$ cat config.mk
export PLATFORM = sky130hd
export DESIGN_NAME = vbf_out_fifo
export DESIGN_NICKNAME = d
export VERILOG_FILES = /design/src/design/vbf_pkg.sv /design/src/design/vbf_out_fifo.sv
export SDC_FILE = /design/constraint.sdc
export NUM_CORES = 1
export LEC_CHECK = 0
export ABC_AREA = 0
export BUFFER_PORTS_ARGS = -buffer_cell sky130_fd_sc_hd__buf_4
export CAP_MARGIN = 20
export CORE_ASPECT_RATIO = 0.7
export CORE_MARGIN = 3
export CORE_UTILIZATION = 30
export CTS_CLUSTER_SIZE = 20
export DETAILED_ROUTE_END_ITERATION = 6
export GPL_TIMING_DRIVEN = 0
export SLEW_MARGIN = 10
export SYNTH_ARGS = -nofsm -noshare
export SYNTH_HDL_FRONTEND = slang
export SYNTH_SLANG_ARGS = --single-unit
export TNS_END_PERCENT = 1
$ cat constraint.sdc
create_clock -name i_clk -period 2.2 [get_ports i_clk]
set_input_delay 0.33 -clock i_clk [delete_from_list [all_inputs] [get_ports i_clk]]
set_output_delay 0.33 -clock i_clk [all_outputs]
set_load 0.005 [all_outputs]
$ cat src/design/vbf_pkg.sv
// shared constants, types and register codes of the vertical box filter
// no dependencies
package vbf_pkg;

    localparam int TAP_COUNT  = 7;
    localparam int LINE_DEPTH = 2048;
    localparam int NUM_LINES  = TAP_COUNT - 1;
    localparam int HALF_LINES = (TAP_COUNT - 1) / 2;

    localparam int ADDR_W = $clog2(LINE_DEPTH);
    localparam int PIX_W  = 8;
    localparam int ROWS_W = 16;
    localparam int COLS_W = 12;
    localparam int CTR_W  = 16;
    localparam int CMP_W  = CTR_W + 1;
    localparam int CNT_W  = ROWS_W + COLS_W + 1;

    localparam int SUM_W     = $clog2(TAP_COUNT * ((1 << PIX_W) - 1) + 1);
    localparam int DIV_SHIFT = SUM_W + 8;
    localparam int DIV_MULT  = ((1 << DIV_SHIFT) + TAP_COUNT - 1) / TAP_COUNT;
    localparam int PROD_W    = SUM_W + DIV_SHIFT;

    localparam int CFG_IDX_W  = 8;
    localparam int CFG_DATA_W = 16;
    localparam logic [CFG_IDX_W-1:0] REG_FRAME_ROWS = CFG_IDX_W'(0);
    localparam logic [CFG_IDX_W-1:0] REG_FRAME_COLS = CFG_IDX_W'(1);
    localparam logic [ROWS_W-1:0]    ROWS_RESET     = ROWS_W'(1080);
    localparam logic [COLS_W-1:0]    COLS_RESET     = COLS_W'(1920);

    localparam int FIFO_DEPTH = 8;
    localparam int FIFO_PTR_W = $clog2(FIFO_DEPTH);
    localparam int FIFO_CNT_W = $clog2(FIFO_DEPTH + 1);

    localparam int HOLD_W = 2;
    localparam logic [HOLD_W-1:0] HOLD_CYCLES = HOLD_W'(2);

    typedef struct packed {
        logic              rd_en;
        logic [ADDR_W-1:0] rd_addr;
        logic              wr_en;
        logic              clr;
        logic [ADDR_W-1:0] wr_addr;
        logic              fwd;
    } t_cell_ctrl;

    typedef struct packed {
        logic [PIX_W-1:0] pixel;
        logic             frame_start;
        logic             row_end;
    } t_out_item;

endpackage

$ cat src/design/vbf_out_fifo.sv
// small result queue in front of the output channel
// depends on vbf_pkg
module vbf_out_fifo (
    input  logic                               i_clk,
    input  logic                               i_rst_n,
    input  logic                               i_wr_en,
    input  vbf_pkg::t_out_item                 i_wr_item,
    input  logic                               i_rd_en,
    output vbf_pkg::t_out_item                 o_item,
    output logic [vbf_pkg::FIFO_CNT_W-1:0]     o_count
);

    vbf_pkg::t_out_item                r_mem [0:vbf_pkg::FIFO_DEPTH-1];
    logic [vbf_pkg::FIFO_PTR_W-1:0]    r_wr_ptr;
    logic [vbf_pkg::FIFO_PTR_W-1:0]    r_rd_ptr;
    logic [vbf_pkg::FIFO_CNT_W-1:0]    r_count;
    logic [vbf_pkg::FIFO_PTR_W-1:0]    n_wr_ptr;
    logic [vbf_pkg::FIFO_PTR_W-1:0]    n_rd_ptr;
    logic [vbf_pkg::FIFO_CNT_W-1:0]    n_count;

    localparam logic [vbf_pkg::FIFO_PTR_W-1:0] PTR_LAST =
        vbf_pkg::FIFO_PTR_W'(vbf_pkg::FIFO_DEPTH - 1);

    always_comb begin
        n_wr_ptr = r_wr_ptr;
        n_rd_ptr = r_rd_ptr;
        n_count  = r_count;
        if (i_wr_en) begin
            n_wr_ptr = (r_wr_ptr == PTR_LAST) ? '0 : r_wr_ptr + 1'b1;
        end
        if (i_rd_en) begin
            n_rd_ptr = (r_rd_ptr == PTR_LAST) ? '0 : r_rd_ptr + 1'b1;
        end
        if (i_wr_en && !i_rd_en) begin
            n_count = r_count + 1'b1;
        end else if (!i_wr_en && i_rd_en) begin
            n_count = r_count - 1'b1;
        end
    end

    always_ff @(posedge i_clk) begin
        if (!i_rst_n) begin
            r_wr_ptr <= '0;
            r_rd_ptr <= '0;
            r_count  <= '0;
        end else begin
            r_wr_ptr <= n_wr_ptr;
            r_rd_ptr <= n_rd_ptr;
            r_count  <= n_count;
        end
    end

    always_ff @(posedge i_clk) begin
        if (i_wr_en) begin
            r_mem[r_wr_ptr] <= i_wr_item;
        end
    end

    assign o_item  = r_mem[r_rd_ptr];
    assign o_count = r_count;

endmodule

* Yosys cells after proc, flatten, opt, wreduce, memory -nomap -nowiden
Memory sizes are Yosys's and may differ from the RTL's. A register that Yosys moved wholly into a read port is not among the register bits. Index checks and enable logic that the tools add are counted.
Cells by class: $add $sub $neg 4, eq/ne operators 2, multiplexer cells 8, reductions and logical operators 5
Operator list (number):
- $mux 3 | 4
- $mux 4 | 2
- $add 3x1->3 const B | 2
- $eq 3x3->1 const B | 2
- $add 4x1->4 const B | 1
- $sub 4x1->4 const B | 1
- $logic_and 1x1->1 | 2
- $logic_not 1->1 | 2
- $mux 1 | 2
- $reduce_bool 2->1 | 1
Storage, ports and cells: register bits after elaboration 10, RAM bits 80, logic and storage cells 23, memories 1
Memories:
- r_mem | words 8, width 10, rd ports 1, clocked after Yosys merged registers in 1, wr ports 1, RTL line vbf_out_fifo.sv:13 | vbf_pkg::t_out_item r_mem [0:vbf_pkg::FIFO_DEPTH-1];

* Logic depth before layout (Yosys ltp)
Gate-level depths: netlist of run 1.
word-level depth 4, mapped depth 8, mapped depth without buffers 8

* Least setup slack after synthesis of run 1
OpenSTA, ideal clock, no wires.
kind flip-flop to flip-flop, start point register r_wr_ptr[0] (netlist name), end point memory r_mem[0][0] (netlist name) (enable), library setup time 0.390 ns, arrival time 1.244 ns, required time 1.810 ns, path slack 0.567 ns, stages on the path, launching flop included 3, cells stage by stage dfxtp_1 nand2b_1 nor3_1
RTL lines:
- start: declaration | RTL line vbf_out_fifo.sv:14 | logic [vbf_pkg::FIFO_PTR_W-1:0] r_wr_ptr;
- start signal: assignment | RTL line vbf_out_fifo.sv:47 | r_wr_ptr <= n_wr_ptr;
- end: declaration | RTL line vbf_out_fifo.sv:13
No word-level cell before the write port.

==> impl_metrics.py, run 1 <==
metrics = {
    "clock_network": {
        "cts.clk_slew.worst_paths_ns": 0.06,
        "cts_setup_buffers": 0,
        "clk_latency_ns": 0.34,
        "cts_tree": "yes",
        "h-tree-depth": 3,
        "clk_path_buf_depth": 2,
        "cts_buffers": 9,
        "cts.sinks": 93,
        "root_buffer": "clkbuf_16",
    },
    "finish": {
        "multi_input_area_um2": 971,
        "area.sequential_um2": 2670,
        "drive_gt1_share_pct": 35.6,
        "fillCellCount": 1087,
        "fin_nets": 253,
        "diodes": 0,
        "finish.utilization_pct": 38.2,
        "area_growth_pct": 22.2,
    },
    "global_routing": {
        "grt_pass1_vias": 1811,
        "grtUsageTotal_pct": 10.5,
        "overflow": 0,
        "grt_pass1_wl_um": 10400,
        "grt_max_degree": 16,
        "antenna_found_initial": 0,
    },
    "critical_path": {
        "required_ns": 1.87,
        "cp_max_fo": 5,
        "reg2reg_to": "r_mem[7][5]",
        "end_kind": "output port",
        "r2r-start": "r_wr_ptr[2]",
        "cp.arrival_ns": 1.84,
        "reg2reg_setup_slack_ns": 0.42,
        "slowest_delay_ns": 0.52,
        "worstRegToRegCells": 2,
        "slowest_stage": "mux4_2",
        "start_kind": "flip-flop",
        "path_cells": "buf_8, mux4_2, mux2_2, buf_4",
        "worstSetupPathType": "reg2out",
    },
    "hold_path": {
        "hp-start": "i_wr_item[9]",
        "min_path_cells": 1,
        "hold_end": "r_mem[7][9]",
        "min_path_type": "in2reg",
    },
    "drt": {
        "drcViolationCount": 0,
        "drtPass1Iterations": 4,
        "routedWlPerCell_um": 17.8,
        "first_iter_violations": 183,
        "vias_per_cell": 4.59,
        "wirelength_um": 6990,
        "vias": 1802,
        "ant_nets": 0,
    },
    "timing": {
        "worstMarginPinSlew_ns": 1.07,
        "fin_hold_ws_ns": 0.224,
        "fin_ws_ns": 0.0256,
        "rsz0062_at_grt": "yes",
        "fin_skew_ns": 0.00333,
        "drv_slew": 0,
        "period_share_pct": 98.8,
        "fmax_mhz": 460,
        "hold_viol": 0,
        "fin_crit_ns": 2.17,
        "finalSetupViolations": 0,
        "fin_setup_tns_ns": 0,
        "max_slew_margin_pct": 28.1,
    },
    "logic_synthesis": {
        "synth_seq_cells": 93,
        "synth_seq_area_share_pct": 71.6,
        "syn_inst": 187,
        "synth-edff-count": 80,
        "syn_nets": 209,
        "synthArstFlopShare_pct": 0,
        "syn_avg_cell_area_um2": 19.9,
        "synthDistinctLibCells": 24,
        "yosys_warnings": 0,
        "synth_ff_type": "edfxtp_1",
        "syn-cell-area_um2": 3720,
    },
    "die": {
        "dieArea_um2": 13800,
        "rows": 33,
        "initial_utilization_pct": 31.3,
        "io_pins": 28,
        "die_w_um": 139,
        "core_area_um2": 11900,
        "die_y_um": 99.2,
    },
    "place": {
        "pre_cts_slack_ns": 0.180,
        "hpwl_um": 4290,
        "io_buffer_count": 27,
        "place_congestion": 0.651,
    },
    "status": {
        "status": "finished, final reports clean",
    },
    "power": {
        "powerDensity_nw_per_um2": 904,
        "total_power_mw": 4.11,
        "power.leakage_nw": 1.57,
        "ir_worst_vdd_v": 0.000474,
    },
    "job": {
        "maxCapViolCount": 0,
    },
}
==> stage by stage <==
stage                     area [µm²]  cells
after CTS                       4500    390
after global placement          4120    371
after detailed placement        4150    373
after floorplan                 3720    187
final                           4550    393
after global routing            4550    393
==> critical path, delay by kind of cell, from the launching register on <==
family	cells	cell delay, ns
buf+inv	2	0.29
mux	2	0.80
flops	1	0.41
==> sequential cells by signal, summed over array words and instances, names as in the netlist, named ones only <==
name	cells
o_count	4
r_rd_ptr	3
r_wr_ptr	3
r_mem	80
==> cells in the mapped netlist, types with 4 or more instances <==
cell	instances	area, µm²
and2_1	4	25.0
nand2_1	7	26.3
ha_1	7	87.6
mux4_1	20	526
nor2b_1	5	31.3
dfxtp_1	13	260
edfxtp_1	80	2400
mux2i_1	4	40.0
nor2_1	8	30.0
nand2b_1	4	25.0
clkbuf_1	4	15.0
mux2_2	10	113
==> cell families (layout without fill, tap and decap cells) <==
group                    Yosys count  count (layout)  share of synthesized area [%]
AO/OA/AOI/OAI                      8               8                           1.21
XOR/XNOR                           2               2                          0.471
multiplexers                      34              34                           18.2
adder cells (fa/ha/maj)            8               8                           2.89
buffers and inverters             10              59                           1.41
AND/OR/NAND/NOR                   32              32                           4.24
flip-flops                        93              93                           71.6
==> layout make-up <==
type | instances | share of cell area (%)
clock buffer | 9 | 4.95
multi-input combinational | 84 | 21.4
inverter | 3 | 0.248
sequential | 93 | 58.6
tap | 157 | 4.32
timing repair buffer | 34 | 6.82
clock inverter | 7 | 2.50
buffer | 6 | 1.16
==> layer usage <==
metal,GRT usage (%),vias to the layer above,wire [µm]
li1,-,831,-
met1,13.5,909,3240
met2,15.9,57,3140
met3,5.05,5,548
met4,3.08,0,64
met5,0,-,0
==> worst max path at each step <==
stage,end,slack [ns]
2_1_floorplan,r_mem[0][0],0.57
3_3_place_gp,r_mem[0][1],-0.16
3_5_place_dp,o_item[2],0.18
4_1_cts,o_item[3],-0.01
5_1_grt,o_item[7],-0.04
6_report,o_item[8],0.03
==> layout by cell type (no fill, tap or decap), types with 4 or more instances in the layout <==
master      n
and2_1      4
mux4_2     17
nand2_1     7
clkbuf_16  10
nor2_1      8
mux2i_1     4
mux2_4      5
nand2b_1    4
ha_1        7
buf_6       8
edfxtp_1   80
dfxtp_1    12
nor2b_1     5
buf_4      24
mux2_2      5
==> timing repair <==
action	in CTS	in global routing
setup endpoints to repair	10	10
cloned	1	1
gates resized for setup	15	22
hold buffers	0	0
==> report_power, final <==
| part | internal (mW) | switching (mW) | leakage (nW) |
|---|---|---|---|
| logic | 0.217 | 0.161 | 0.564 |
| registers | 1.97 | 0.0353 | 0.834 |
| clock network | 1.10 | 0.622 | 0.169 |
(Power assumes the default switching activity.)
==> run 2, diff against run 1 <==
--- a/config.mk
+++ b/config.mk
@@ -6,13 +6,13 @@
 export NUM_CORES = 1
 export LEC_CHECK = 0
 export ABC_AREA = 0
-export BUFFER_PORTS_ARGS = -buffer_cell sky130_fd_sc_hd__buf_4
 export CAP_MARGIN = 20
 export CORE_ASPECT_RATIO = 0.7
 export CORE_MARGIN = 3
 export CORE_UTILIZATION = 30
 export CTS_CLUSTER_SIZE = 20
 export DETAILED_ROUTE_END_ITERATION = 6
+export DONT_BUFFER_PORTS = 1
 export GPL_TIMING_DRIVEN = 0
 export SLEW_MARGIN = 10
 export SYNTH_ARGS = -nofsm -noshare
==> run 2 against run 1 <==
Count of clock-buffer cells in the layout up 5. Die area unchanged. Non-clock buffer count down 26. Register-to-register slack better by 0.04 ns. Hold slack worse by 0.13 ns. Utilization down 2.1 points.
==> impl_metrics.py, run 2 (synthesized netlist as in run 1, its figures left out) <==
metrics = {
    "global_routing": {
        "grt_pass1_wl_um": 10500,
        "antenna_found_initial": 0,
        "overflow": 0,
        "grt_pass1_vias": 1790,
        "grtUsageTotal_pct": 10.3,
        "grt_max_degree": 15,
    },
    "finish": {
        "diodes": 0,
        "area_growth_pct": 15.5,
        "fillCellCount": 1096,
        "regMostFlops": "r_mem",
        "area.sequential_um2": 2660,
        "drive_gt1_share_pct": 16.7,
        "fin_nets": 227,
        "final_common_cell": "edfxtp_1",
        "mostFrequentLayoutCells": "edfxtp_1 (80), mux4_1 (20), dfxtp_1 (13), mux2_2 (10), clkbuf_16 (9)",
        "fin_area_um2": 4300,
        "multi_input_area_um2": 1020,
        "finish.utilization_pct": 36.1,
        "largest_reg_flops": 80,
        "stdcell_count": 367,
    },
    "die": {
        "die_w_um": 139,
        "die_y_um": 99.2,
        "rows": 33,
        "io_pins": 28,
        "initial_utilization_pct": 31.3,
        "core_area_um2": 11900,
        "dieArea_um2": 13800,
    },
    "timing": {
        "finalSetupViolations": 0,
        "worstMarginPinSlew_ns": 1.02,
        "rsz0062_at_grt": "no",
        "fin_skew_ns": 0.00451,
        "fin_crit_ns": 2.14,
        "hold_viol": 0,
        "period_share_pct": 97.3,
        "fmax_mhz": 467,
        "max_slew_margin_pct": 31.7,
        "drv_slew": 0,
        "fin_setup_tns_ns": 0,
    },
    "clock_network": {
        "cts.sinks": 93,
        "h-tree-depth": 3,
        "root_buffer": "clkbuf_16",
        "clk_latency_ns": 0.33,
        "cts.clk_slew.worst_paths_ns": 0.06,
        "cts_tree": "yes",
        "cts_buffers": 9,
        "clk_path_buf_depth": 2,
        "cts_setup_buffers": 0,
    },
    "job": {
        "maxCapViolCount": 0,
    },
    "drt": {
        "drtPass1Iterations": 4,
        "routedWlPerCell_um": 18.3,
        "wirelength_um": 6710,
        "vias_per_cell": 4.60,
        "vias": 1688,
        "ant_nets": 0,
        "first_iter_violations": 105,
        "drcViolationCount": 0,
    },
    "power": {
        "total_power_mw": 3.74,
        "powerDensity_nw_per_um2": 870,
        "ir_worst_vdd_v": 0.000408,
        "power.leakage_nw": 1.44,
    },
    "place": {
        "dpl_cell_area_um2": 3950,
        "io_buffer_count": 0,
        "hpwl_um": 4370,
        "place_congestion": 0.722,
        "dpl.cell_count": 346,
    },
    "critical_path": {
        "reg2reg_setup_slack_ns": 0.46,
        "cp.arrival_ns": 1.81,
        "start_kind": "flip-flop",
        "worstSetupPathType": "reg2out",
        "end_kind": "output port",
        "required_ns": 1.87,
        "cp_max_fo": 10,
    },
    "hold_path": {
        "min_path_type": "in2reg",
    },
    "status": {
        "status": "finished, final reports clean",
    },
}
-- run 2: changes by cell type in the layout (fill, tap and decap cells not counted), moves of 2 or more --
cell,delta
buf_4,-23
mux4_1,+17
mux4_2,-17
mux2_2,+5
mux2_4,-5
clkbuf_1,+4
bufinv_16,-2
clkinv_2,-2
-- run 2: path summary, 6_finish.rpt --
kind                               endpoint  cells after the start          from
worst min register to register   o_count[3]                      2    o_count[3]
worst min-delay path            r_mem[6][1]                      0  i_wr_item[1]
worst max register to register  r_mem[5][5]                      2   r_wr_ptr[2]
worst max-delay path              o_item[7]                      3     flip-flop
-- run 2: final cells by class --
type / instances / share of cell area (%)
flip-flops and latches: 93 / 62.0
multi-input cells: 84 / 23.6
clock buffers: 14 / 5.91
well taps: 157 / 4.57
repair buffers: 7 / 1.75
plain buffers: 7 / 1.11
clock inverters: 2 / 0.815
inverters: 3 / 0.262
-- run 2: report_power, final --
group / switching [mW] / internal (mW) / leakage, nW / total, mW
clock network: 0.578 / 0.911 / 0.141 / 1.49
logic: 0.121 / 0.130 / 0.462 / 0.251
registers: 0.0319 / 1.97 / 0.834 / 2.00
-- run 2: what timing repair did --
item                                    4_1_cts  5_1_grt
hold buffers                                  0        0
cloned                                        0        0
resized for setup                             2        1
endpoints found under the setup margin       10        1
-- run 2: critical path, cell delays in order, from the launching register on --
cell and delay [ns]:
dfxtp_1 0.39, buf_8 0.18, mux4_1 0.60, mux2_2 0.32
-- run 2: metrics by stage --
stage	hold slack (ns)	setup WS, ns
detailed placement	0.430	0.276
global placement	0.429	-0.112
floorplan	0.429	0.567
global route	0.0694	0.00101
CTS	0.0813	0.0340
finish	0.0938	0.0596
-- run 2: metal layers --
layer	global-route usage, %	vias to the layer above	wire length (µm)
li1	-	796	-
met1	13.7	859	3260
met2	15.7	26	3080
met3	4.04	7	308
met4	3.38	0	63
met5	0	-	0
==> run 3, diff against run 2 <==
--- a/config.mk
+++ b/config.mk
@@ -10,6 +10,7 @@
 export CORE_ASPECT_RATIO = 0.7
 export CORE_MARGIN = 3
 export CORE_UTILIZATION = 30
+export CTS_BUF_LIST = sky130_fd_sc_hd__clkbuf_4
 export CTS_CLUSTER_SIZE = 20
 export DETAILED_ROUTE_END_ITERATION = 6
 export DONT_BUFFER_PORTS = 1
==> run 3 against run 2 <==
Final area is 0.64% lower. Sequential share of layout area is 0.49 points higher. Sequential power about the same. Global-route usage is 0.55 points higher. Die area stayed put. Highest routed layer unchanged. Utilization is 0.23 points lower. Critical path type unchanged. Total power decreased by 14%. Combinational power up 24%.
==> impl_metrics.py, run 3 (synthesized netlist as in run 1, its figures left out) <==
metrics = {
    "timing": {
        "fin_setup_tns_ns": 0,
        "period_share_pct": 99.7,
        "worstMarginPinSlew_ns": 1.01,
        "hold_viol": 0,
        "finalSetupViolations": 0,
        "fin_crit_ns": 2.19,
        "fin_skew_ns": 0.0191,
        "max_slew_margin_pct": 32.5,
        "rsz0062_at_grt": "yes",
        "fin_hold_ws_ns": 0.0532,
        "fmax_mhz": 456,
        "drv_slew": 0,
    },
    "clock_network": {
        "cts.clk_slew.worst_paths_ns": 0.13,
        "cts_buffers": 9,
        "clk_path_buf_depth": 2,
        "cts_tree": "yes",
        "cts_setup_buffers": 0,
        "clk_latency_ns": 0.43,
        "cts.sinks": 93,
        "root_buffer": "clkbuf_4",
        "h-tree-depth": 3,
    },
    "hold_path": {
        "min_path_type": "in2reg",
        "hp-start": "i_rst_n",
        "min_path_cells": 2,
        "hold_end": "o_count[3]",
    },
    "critical_path": {
        "reg2reg_setup_slack_ns": 0.46,
        "slowest_delay_ns": 0.52,
        "slowest_stage": "mux4_2",
        "worstRegToRegCells": 2,
        "worstSetupPathType": "reg2out",
        "reg2reg_to": "r_mem[5][7]",
        "r2r-start": "r_wr_ptr[2]",
        "required_ns": 1.87,
        "cp_max_fo": 5,
        "end_kind": "output port",
        "cp.arrival_ns": 1.86,
        "start_kind": "flip-flop",
        "path_cells": "buf_8, mux4_2, mux2_4",
    },
    "finish": {
        "multi_input_area_um2": 993,
        "mostFrequentLayoutCells": "edfxtp_1 (80), mux4_2 (14), clkbuf_4 (13), dfxtp_1 (12), dlygate4sd3_1 (10)",
        "final_common_cell": "edfxtp_1",
        "finish.utilization_pct": 35.9,
        "area.sequential_um2": 2670,
        "largest_reg_flops": 80,
        "diodes": 0,
        "regMostFlops": "r_mem",
        "drive_gt1_share_pct": 24.9,
        "fillCellCount": 1126,
        "stdcell_count": 378,
        "area_growth_pct": 14.8,
        "fin_nets": 238,
    },
    "place": {
        "dpl.cell_count": 346,
        "io_buffer_count": 0,
        "hpwl_um": 4370,
        "place_congestion": 0.722,
    },
    "die": {
        "core_area_um2": 11900,
        "initial_utilization_pct": 31.3,
        "io_pins": 28,
        "rows": 33,
        "die_w_um": 139,
        "die_y_um": 99.2,
        "dieArea_um2": 13800,
    },
    "drt": {
        "drcViolationCount": 0,
        "drtPass1Iterations": 4,
        "routedWlPerCell_um": 18.5,
        "wirelength_um": 6990,
        "vias": 1712,
        "ant_nets": 0,
        "first_iter_violations": 150,
        "vias_per_cell": 4.53,
    },
    "global_routing": {
        "grt_max_degree": 15,
        "gr-usage-met3_pct": 3.80,
        "antenna_found_initial": 0,
        "grt.busiest_layer": "met2",
        "grt_pass1_wl_um": 11100,
        "met2_usage_pct": 15.9,
        "use_met1_pct": 15.4,
        "overflow": 0,
        "grtUsageTotal_pct": 10.9,
        "grt_pass1_vias": 1838,
    },
    "power": {
        "power.leakage_nw": 1.41,
        "ir_worst_vdd_v": 0.000289,
        "powerDensity_nw_per_um2": 754,
    },
    "job": {
        "maxCapViolCount": 0,
    },
    "status": {
        "status": "finished, final reports clean",
    },
}
## run 3: cell count changes in the layout (fill, tap and decap cells not counted), sizes merged
cell / before / now
clkinv: 1 / 2
buf: 10 / 11
dlygate4sd3: 0 / 10
clkbuf: 18 / 17
## run 3: worst max path at each step
| stage | to | slack (ns) | depth (start not counted) |
|---|---|---|---|
| after floorplan | r_mem[0][0] | 0.57 | 2 |
| after detailed placement | o_item[7] | 0.28 | 3 |
| final | o_item[8] | 0.006 | 3 |
| after global placement | r_mem[0][5] | -0.11 | 2 |
| after global routing | o_item[7] | -0.1 | 3 |
| after CTS | o_item[7] | -0.04 | 3 |
## run 3: layer usage
| metal | wire, µm | share of wire, % | vias up |
|---|---|---|---|
| li1 | - | - | 806 |
| met1 | 3540 | 51 | 870 |
| met2 | 3130 | 45 | 29 |
| met3 | 244 | 3.5 | 7 |
| met4 | 67 | 0.96 | 0 |
| met5 | 0 | 0 | - |
## run 3: repair_timing
action / 4_1_cts / 5_1_grt
gates resized for setup: 26 / 6
cloned: 2 / 0
endpoints found under the hold margin: 80 / 0
setup endpoints to repair: 10 / 10
hold buffers: 10 / 0
## run 3: layout make-up
| type | count | share of cell area (%) |
|---|---|---|
| sequential | 93 | 62.4 |
| clock buffer | 13 | 2.29 |
| tap | 157 | 4.60 |
| buffer | 6 | 1.23 |
| clock inverter | 3 | 0.908 |
| inverter | 3 | 0.264 |
| timing repair buffer | 19 | 5.01 |
| multi-input combinational | 84 | 23.3 |
## run 3: where the power goes
part	switching (mW)	total [mW]	internal [mW]
combinational	0.143	0.312	0.168
clock	0.511	0.905	0.394
sequential	0.0389	2.00	1.97
## run 3: per-stage QoR
stage          instance area (µm²)  power (mW)  setup WS (ns)
5_1_grt                       4270        3.39        -0.0971
6_report                      4270        3.22        0.00606
4_1_cts                       4210        3.26        -0.0426
3_3_place_gp                  3920        2.28         -0.112
2_1_floorplan                 3720        2.22          0.567
3_5_place_dp                  3950        2.29          0.276
## run 3: critical path, delay by kind of cell, from the launching register on
family   cells  cell delay [ns]
buf+inv      1             0.16
flops        1             0.45
mux          2             0.82
